==> config.mk <==
export PLATFORM = sky130hd
export DESIGN_NAME = base64url_codec
export DESIGN_NICKNAME = d
export VERILOG_FILES = /design/src/hdl/b64u_pkg.sv /design/src/hdl/base64url_codec.sv
export SDC_FILE = /design/constraint.sdc
export NUM_CORES = 1
export LEC_CHECK = 0
export BUFFER_PORTS_ARGS = -buffer_cell sky130_fd_sc_hd__buf_4
export CAP_MARGIN = 0
export CORE_UTILIZATION = 40
export CTS_CLUSTER_SIZE = 10
export DETAILED_ROUTE_END_ITERATION = 7
export GPL_ROUTABILITY_DRIVEN = 0
export GPL_TIMING_DRIVEN = 0
export PLACE_DENSITY = 0.58
export SLEW_MARGIN = 15
export SYNTH_ARGS = -nofsm -noshare
export SYNTH_HDL_FRONTEND = slang
export SYNTH_SLANG_ARGS = --single-unit
export TNS_END_PERCENT = 50
==> constraint.sdc <==
create_clock -name clk -period 4.5 [get_ports clk]
set_input_delay 0.9 -clock clk [delete_from_list [all_inputs] [get_ports clk]]
set_output_delay 0.9 -clock clk [all_outputs]
set_load 0.1 [all_outputs]
==> src/hdl/b64u_pkg.sv <==
// Shared constants and character mapping functions for the base64url codec.
// No dependencies; imported by base64url_codec.
package b64u_pkg;

  localparam logic MODE_ENCODE = 1'b0;
  localparam logic MODE_DECODE = 1'b1;

  localparam logic [7:0] PAD_CHAR = 8'h3D;  // '='

  // Decoded value is 6 bits; bit 6 flags a character outside the alphabet.
  localparam logic [6:0] CHAR_BAD = 7'h40;

  localparam int GROUP_W = 24;
  localparam int MAX_RES = 4;

  // 6-bit index to base64url character.
  function automatic logic [7:0] enc_char(input logic [5:0] idx);
    logic [7:0] wide;
    wide = {2'b00, idx};
    if (idx < 6'd26) begin
      return 8'h41 + wide;
    end else if (idx < 6'd52) begin
      return 8'h61 + wide - 8'd26;
    end else if (idx < 6'd62) begin
      return 8'h30 + wide - 8'd52;
    end else if (idx == 6'd62) begin
      return 8'h2D;
    end else begin
      return 8'h5F;
    end
  endfunction

  // Character to 6-bit value, or CHAR_BAD.
  function automatic logic [6:0] dec_value(input logic [7:0] c);
    if (c >= 8'h41 && c <= 8'h5A) begin
      return 7'(c - 8'h41);
    end else if (c >= 8'h61 && c <= 8'h7A) begin
      return 7'(c - 8'h61 + 8'd26);
    end else if (c >= 8'h30 && c <= 8'h39) begin
      return 7'(c - 8'h30 + 8'd52);
    end else if (c == 8'h2D) begin
      return 7'd62;
    end else if (c == 8'h5F) begin
      return 7'd63;
    end else begin
      return CHAR_BAD;
    end
  endfunction

endpackage

==> src/hdl/base64url_codec.sv <==
// Streaming base64url codec (no padding on output), encode or decode by mode.
// Depends on b64u_pkg for the alphabet mapping and mode codes.
//
//   channel | signals                               | direction
//   --------+---------------------------------------+----------
//   input   | in_valid, in_ready, in_byte, in_last  | in
//   output  | out_valid, out_ready, out_byte,       | out
//           | out_last, error                       |
//   config  | cfg_wen, cfg_wdata (mode)             | in
//
// Each input beat is processed in the cycle it is accepted; its 0 to 4 results
// land in a 4-entry result buffer that drains one beat per cycle while
// out_ready is high. A new input beat is taken when the buffer is empty or is
// handing out its final entry, so the result buffer drain sets the throughput
// of both encoding and decoding.
// A stalled output holds the buffer and blocks input while any entry is left.
// Synchronous reset clears mode, group state and the buffer.
module base64url_codec
  import b64u_pkg::*;
(
  input  logic       clk,
  input  logic       rst,
  input  logic       cfg_wen,
  input  logic       cfg_wdata,
  input  logic       in_valid,
  output logic       in_ready,
  input  logic [7:0] in_byte,
  input  logic       in_last,
  output logic       out_valid,
  input  logic       out_ready,
  output logic [7:0] out_byte,
  output logic       out_last,
  output logic       error
);

  logic                 mode;
  logic [GROUP_W-1:0]   group_bits, group_bits_next;
  logic [1:0]           group_fill, group_fill_next;
  logic [1:0]           pad_marks, pad_marks_next;
  logic                 error_seen, error_seen_next;

  logic [7:0]           res_byte [MAX_RES];
  logic [2:0]           res_cnt;
  logic                 res_last;
  logic                 res_err;

  logic [7:0]           new_byte [MAX_RES];
  logic [2:0]           new_cnt;
  logic                 new_err;

  logic [2:0]           enc_count;
  logic [GROUP_W-1:0]   enc_gb, enc_sh;
  logic [6:0]           dec_val;
  logic [5:0]           dec_v;
  logic [1:0]           dec_pos, dec_pad;
  logic                 dec_err;
  logic [GROUP_W-1:0]   dec_gb;

  logic                 in_fire, out_fire;

  assign out_valid = (res_cnt != 3'd0);
  assign out_byte  = res_byte[0];
  assign out_last  = res_last && (res_cnt == 3'd1);
  assign error     = res_err;
  assign in_ready  = (res_cnt == 3'd0) || (res_cnt == 3'd1 && out_ready);
  assign in_fire   = in_valid && in_ready;
  assign out_fire  = out_valid && out_ready;

  always_comb begin
    // encode path
    enc_count = {1'b0, group_fill} + 3'd1;
    enc_gb    = {group_bits[15:0], in_byte};
    case (enc_count)
      3'd3:    enc_sh = enc_gb;
      3'd2:    enc_sh = {enc_gb[15:0], 8'h00};
      default: enc_sh = {enc_gb[7:0], 16'h0000};
    endcase

    // decode path: classify the character
    dec_pos = group_fill;
    dec_val = dec_value(in_byte);
    dec_v   = dec_val[5:0];
    dec_pad = pad_marks;
    dec_err = error_seen;
    if (!error_seen) begin
      if (in_byte == PAD_CHAR && dec_pos[1]) begin
        dec_pad = pad_marks | ((dec_pos == 2'd2) ? 2'b01 : 2'b10);
        dec_v   = 6'd0;
      end else if (dec_val[6]) begin
        dec_err = 1'b1;
      end else if (dec_pos == 2'd3 && pad_marks[0]) begin
        dec_err = 1'b1;
      end
      // lone trailing character
      if (!dec_err && in_last && dec_pos == 2'd0) begin
        dec_err = 1'b1;
      end
    end
    dec_gb = {group_bits[17:0], dec_v};

    for (int k = 0; k < MAX_RES; k++) begin
      new_byte[k] = 8'h00;
    end
    new_cnt         = 3'd0;
    new_err         = 1'b0;
    group_bits_next = group_bits;
    group_fill_next = group_fill;
    pad_marks_next  = pad_marks;
    error_seen_next = error_seen;

    if (mode == MODE_ENCODE) begin
      for (int k = 0; k < MAX_RES; k++) begin
        new_byte[k] = enc_char(enc_sh[GROUP_W-1-6*k -: 6]);
      end
      if (enc_count == 3'd3) begin
        new_cnt         = 3'd4;
        group_bits_next = '0;
        group_fill_next = 2'd0;
      end else if (in_last) begin
        new_cnt = enc_count + 3'd1;
      end else begin
        group_bits_next = enc_gb;
        group_fill_next = enc_count[1:0];
      end
    end else begin
      if (!dec_err) begin
        if (dec_pos == 2'd3) begin
          new_byte[0]     = dec_gb[23:16];
          new_byte[1]     = dec_pad[0] ? dec_gb[7:0] : dec_gb[15:8];
          new_byte[2]     = dec_gb[7:0];
          new_cnt         = 3'd1 + {2'b00, ~dec_pad[0]} + {2'b00, ~dec_pad[1]};
          group_bits_next = '0;
          group_fill_next = 2'd0;
          pad_marks_next  = 2'b00;
        end else if (in_last) begin
          if (dec_pos == 2'd1) begin
            new_byte[0] = dec_gb[11:4];
            new_cnt     = 3'd1;
          end else if (dec_pad[0]) begin
            new_byte[0] = dec_gb[17:10];
            new_cnt     = 3'd1;
          end else begin
            new_byte[0] = dec_gb[17:10];
            new_byte[1] = dec_gb[9:2];
            new_cnt     = 3'd2;
          end
        end else begin
          group_bits_next = dec_gb;
          group_fill_next = dec_pos + 2'd1;
          pad_marks_next  = dec_pad;
        end
      end else begin
        error_seen_next = 1'b1;
      end
      // report a sticky error as one last beat
      if (in_last && dec_err) begin
        new_byte[0] = 8'h00;
        new_cnt     = 3'd1;
        new_err     = 1'b1;
      end
    end

    // end of message drops all group state
    if (in_last) begin
      group_bits_next = '0;
      group_fill_next = 2'd0;
      pad_marks_next  = 2'b00;
      error_seen_next = 1'b0;
    end
  end

  always_ff @(posedge clk) begin
    if (rst) begin
      mode       <= MODE_ENCODE;
      group_bits <= '0;
      group_fill <= 2'd0;
      pad_marks  <= 2'b00;
      error_seen <= 1'b0;
      res_cnt    <= 3'd0;
      res_last   <= 1'b0;
      res_err    <= 1'b0;
    end else begin
      if (cfg_wen) begin
        // a mode write abandons any message in progress
        mode       <= cfg_wdata;
        group_bits <= '0;
        group_fill <= 2'd0;
        pad_marks  <= 2'b00;
        error_seen <= 1'b0;
      end else if (in_fire) begin
        group_bits <= group_bits_next;
        group_fill <= group_fill_next;
        pad_marks  <= pad_marks_next;
        error_seen <= error_seen_next;
      end
      if (in_fire) begin
        res_cnt  <= new_cnt;
        res_last <= in_last;
        res_err  <= new_err;
      end else if (out_fire) begin
        res_cnt <= res_cnt - 3'd1;
      end
    end
  end

  // result payload: load on input beat, advance on output beat
  always_ff @(posedge clk) begin
    if (in_fire) begin
      for (int k = 0; k < MAX_RES; k++) begin
        res_byte[k] <= new_byte[k];
      end
    end else if (out_fire) begin
      for (int k = 0; k < MAX_RES - 1; k++) begin
        res_byte[k] <= res_byte[k+1];
      end
      res_byte[MAX_RES-1] <= 8'h00;
    end
  end

endmodule

Word-level counts from Yosys, hierarchy flattened
Memories as Yosys holds them, arrays and structs flattened.
Index checks and enable logic that the tools add are counted.
- register bits after elaboration: 29
- bits in writable memories: 32
- input bits: 15
- output and inout bits: 12
- memories: 1
- add/sub/neg operators: 31
- $lt $le $gt $ge: 18
- equality and inequality tests: 15
- multiplexer cells: 83
- bitwise operators: 7
- reduce and logical (&&, ||, !) cells: 24
- memories (memory ; depth ; bits a word ; read ports ; clocked after memory_dff ; write ports ; RTL line ; RTL):
    res_byte ; 4 ; 8 ; 4 ; 0 ; 4 ; base64url_codec.sv:42 ; logic [7:0] res_byte [MAX_RES];
- operators by type and width (operator ; number):
    $mux W8 ; 23
    $mux W18 ; 5
    $add A7 B6 Y8 const A ; 8
    $mux W7 ; 9
    $lt A6 B6 Y1 const B ; 8
    $mux W24 ; 2
    $pmux W24 S2 ; 1
    $mux W16 ; 2
    $sub A7 B6 Y8 const B ; 4
    $sub A8 B5 Y8 const B ; 4
    $mux W2 ; 15
    $add A6 B6 Y7 const A ; 4
    $eq A6 B6 Y1 const B ; 4
    $lt A6 B5 Y1 const B ; 4
    $mux W3 ; 8
    $eq A8 B6 Y1 const B ; 2
    $ge A8 B7 Y1 const B ; 2
    $le A8 B7 Y1 const B ; 2
    $mux W1 ; 16
    $sub A7 B7 Y7 const B ; 2
    $logic_and A1 B1 Y1 ; 12
    $mux W6 ; 2
    $eq A8 B7 Y1 const B ; 1
    $ge A8 B6 Y1 const B ; 1
    28 further kinds ; 37

Depth between registers and ports, before layout
- depth in word-level cells: 18
- mapped depth: 17

Worst setup path before layout
OpenSTA, ideal clock, no wires.
- path kind: input to register
- from: input port in_byte[2]
- to: memory res_byte[0][2], data pin
- setup time: 0.261 ns
- arrival time: 3.281 ns
- setup slack: 0.958 ns
- stages: 11
- buffers on the path: 2
- cell sequence: clkbuf_1 inv_1 ha_1 and3b_1 a2111oi_2 nor4_4 o221a_4 o211ai_4 buf_4 nor2_1 a221o_1
- RTL lines (element ; RTL line ; RTL):
    from (decl) ; base64url_codec.sv:27 ; input logic [7:0] in_byte,
    to (decl) ; base64url_codec.sv:42 ;

==> flow_metrics.tcl <==
set metrics [dict create \
    cts-resized-gates 0 \
    p_switching_uw 1360 \
    grt_pass1_vias 6088 \
    end_kind "register" \
    power_frac_seq_pct 28.7 \
    fin_nets 852 \
    ir_drop_mv 0.288 \
    synth_compound_area_share_pct 30.5 \
    maxSlewHeadroom_pct 31.7 \
    synthesis.area_um2 6080 \
    grt_setup_unrepaired "false" \
    synth_cells 765 \
    critPathRequiredTime_ps 4570 \
    ios 27 \
    synthAdderAreaFrac_pct 7.81 \
    grt_pass1_wl_um 33300 \
    powerDensity_nw_per_um2 439 \
    tightest_slew_ps 1020 \
    critPathKind "in -> reg" \
    yosysWarnings 0 \
    ctsHoldBuffers 0 \
    internal-power_uw 1640 \
    whs_endpoint "error" \
    fillers 1450 \
    ant_nets 0 \
    syn_to_final_growth_pct 12.4 \
    htreeDepth 3 \
    dp_hpwl_um 15700 \
    first_pass_iters 7 \
    synthSimpleGateAreaFrac_pct 21.5 \
    die_h_um 125 \
    fin_crit_sh_pct 93.0 \
    vias 6453 \
    grt_usage_pct 27.2 \
    fmax_mhz 239 \
    initial_core_util_pct 41.4 \
    num_antenna_cells 0 \
    p_leak_uw 0.00254 \
    cts_tree "built" \
    dieArea_um2 15700 \
    synth_top_family_by_area "compound AO/OA/AOI/OAI gates" \
    synth.most_common_cell "nand2_1" \
    clkLatencyLatePin_ps 350 \
    hold_viol_final 0 \
    placed_area_um2 6490 \
    timing.rr.start "dec_pos[0]" \
    worst-r2r-cell-count 14 \
    synthTopCellsByCount "72 x nand2_1, 61 x nor2_1, 55 x a21oi_1" \
    async_flop_share_pct 0 \
    via_per_inst 6.53 \
    syn-num-nets 818 \
    maxSlewViolCount 0 \
    critical_path.startpoint "in_byte[2]" \
    setup_viol_count_final 0 \
    num_rows 44 \
    setup.worst_path.start_class "primary input" \
    status "finished with violations" \
    drt_wl_total_um 21100 \
    design_area_um2 6840 \
    setup_tns_ps 0 \
    grt_max_degree 36 \
    hold_path_class "reg -> reg" \
    crit_fanout 10 \
    synth_mux_area_share_pct 5.68 \
    numCtsBuffers 9 \
    power_uw 3000 \
    cp.arrival_ps 4260 \
    synth_top_area_share_pct 15.8 \
    final_layout_size_suffix_gt1_share_pct 11.2 \
    finalCriticalPeriod_ps 4190 \
    cts-root-buf "clkbuf_16" \
    place.port_buffers 24 \
    combPwrFrac_pct 46.2 \
    die_w_um 125 \
    core_um2 14700 \
    wire_per_inst_um 21.4 \
    drc 2 \
    fin_worst_skew_ps 11.3 \
    violations "design-rule violations" \
    clock_sinks 61 \
    synth_edf_count 32 \
    yosys.area.top_type "edfxtp_1" \
    pwr-share-clk_pct 25.1 \
    utilization_pct 46.5 \
    ff2ff_setup_slack_ps 340 \
    ys.flop_type "edfxtp_1" \
    hold_depth 2 \
    synth-xor-area-share_pct 2.02 \
    rr_endpoint "res_byte[0][2]" \
    cts_buffer_depth 2 \
    swShare_pct 45.2 \
    drv_cap 0 \
    synth.distinct_cells 87 \
    hp-start "error" \
    antenna_found_initial 0 \
    synth_seq_cells 61 \
    cts_setup_buffers 0 \
    yosysSeqAreaShare_pct 25.3 \
    syn_area_per_cell_um2 7.95 \
    initialDrtViolationCount 550 \
    synth_area_leaders "edfxtp_1 16%, dfxtp_1 9.5%, ha_1 7.8%" \
    grt_overflow 0 \
    clk_pin_slew_ps 60 \
]
## logic make-up after synthesis
group                    Yosys count
AND/OR/NAND/NOR                  258
flip-flops                        61
buffers and inverters            102
XOR/XNOR                          14
AO/OA/AOI/OAI                    258
multiplexers                      34
adder cells (fa/ha/maj)           38
## how the worst max path moves through the flow
| stage | to | slack [ps] |
|---|---|---|
| floorplan | res_byte[0][2] | 960 |
| detailed placement | res_byte[0][0] | -200 |
| global placement | res_byte[0][0] | -200 |
| CTS | res_byte[0][0] | 160 |
| finish | res_byte[0][0] | 310 |
| global route | res_byte[0][0] | 90 |
## worst max-delay path, cell delays in order
cell and delay, ps:
buf_4 180, clkbuf_1 410, inv_1 200, ha_1 280, nor4bb_1 130, buf_2 180, nor4b_4 460, a311oi_1 170
o22ai_1 630, nor4b_1 120, a211oi_1 390, o221ai_1 200
## stage by stage
stage | setup slack [ps] | hold slack, ps | cells
final | 314 | 457 | 988
after global routing | 90.7 | 474 | 988
after CTS | 160 | 460 | 989
after detailed placement | -204 | 448 | 973
after global placement | -203 | 442 | 973
after floorplan | 958 | 432 | 765
## cells in the final DEF, fill, tap and decap left out, types with 5 or more instances in the layout
master      n
a22o_1     13
edfxtp_1   32
or2_2       7
a21oi_1    55
clkbuf_1   36
o21ai_0    27
xor2_1      5
xnor2_1     9
o211ai_1   17
and3_1      6
clkbuf_16  12
a221oi_1    5
ha_1       38
a22oi_1     7
o41ai_1     7
a31oi_1    21
or3_1       8
dfxtp_1    29
a21o_1      9
buf_4      26
nand2_1    72
o31ai_1    16
inv_1      38
buf_1       5
and2_1      8
mux2i_1    30
buf_2      14
nand3_1    36
a211oi_1    9
o21ai_1     6
nor2_1     61
a221o_1     7
nor3_1     18
## power groups by stage
stage	combinational (uW)	sequential, uW	clock, uW
floorplan	744	1130	0
global placement	1350	872	0
detailed placement	1370	873	0
CTS	1370	862	757
global route	1470	877	776
finish	1390	860	753
## final cells by class
class | instances | area, um2 | area share (%)
Sequential cell | 61 | 1540 | 22.5
Multi-Input combinational cell | 602 | 4130 | 60.4
Clock buffer | 13 | 304 | 4.45
Inverter | 41 | 154 | 2.25
Buffer | 60 | 280 | 4.10
Timing Repair Buffer | 24 | 180 | 2.64
Tap cell | 184 | 230 | 3.37
Clock inverter | 3 | 20.0 | 0.293
## state kept, by name, indices dropped and copies added (netlist names)
| register | flops |
|---|---|
| error_seen | 1 |
| dec_pos | 2 |
| res_cnt | 3 |
| error | 1 |
| res_byte | 32 |
| res_last | 1 |
| pad_marks | 2 |
| mode | 1 |
| group_bits | 18 |
## per-layer routing
metal	routed length (um)	share of wire, %	global-route usage [%]	vias up
met5	0	0	0	-
met4	788	3.7	13.1	0
met3	1900	9.0	4.49	60
met2	9580	45	44.1	330
met1	8840	42	35.0	3100
li1	-	-	-	2963
No activity file was read; power rests on OpenSTA's default activity.
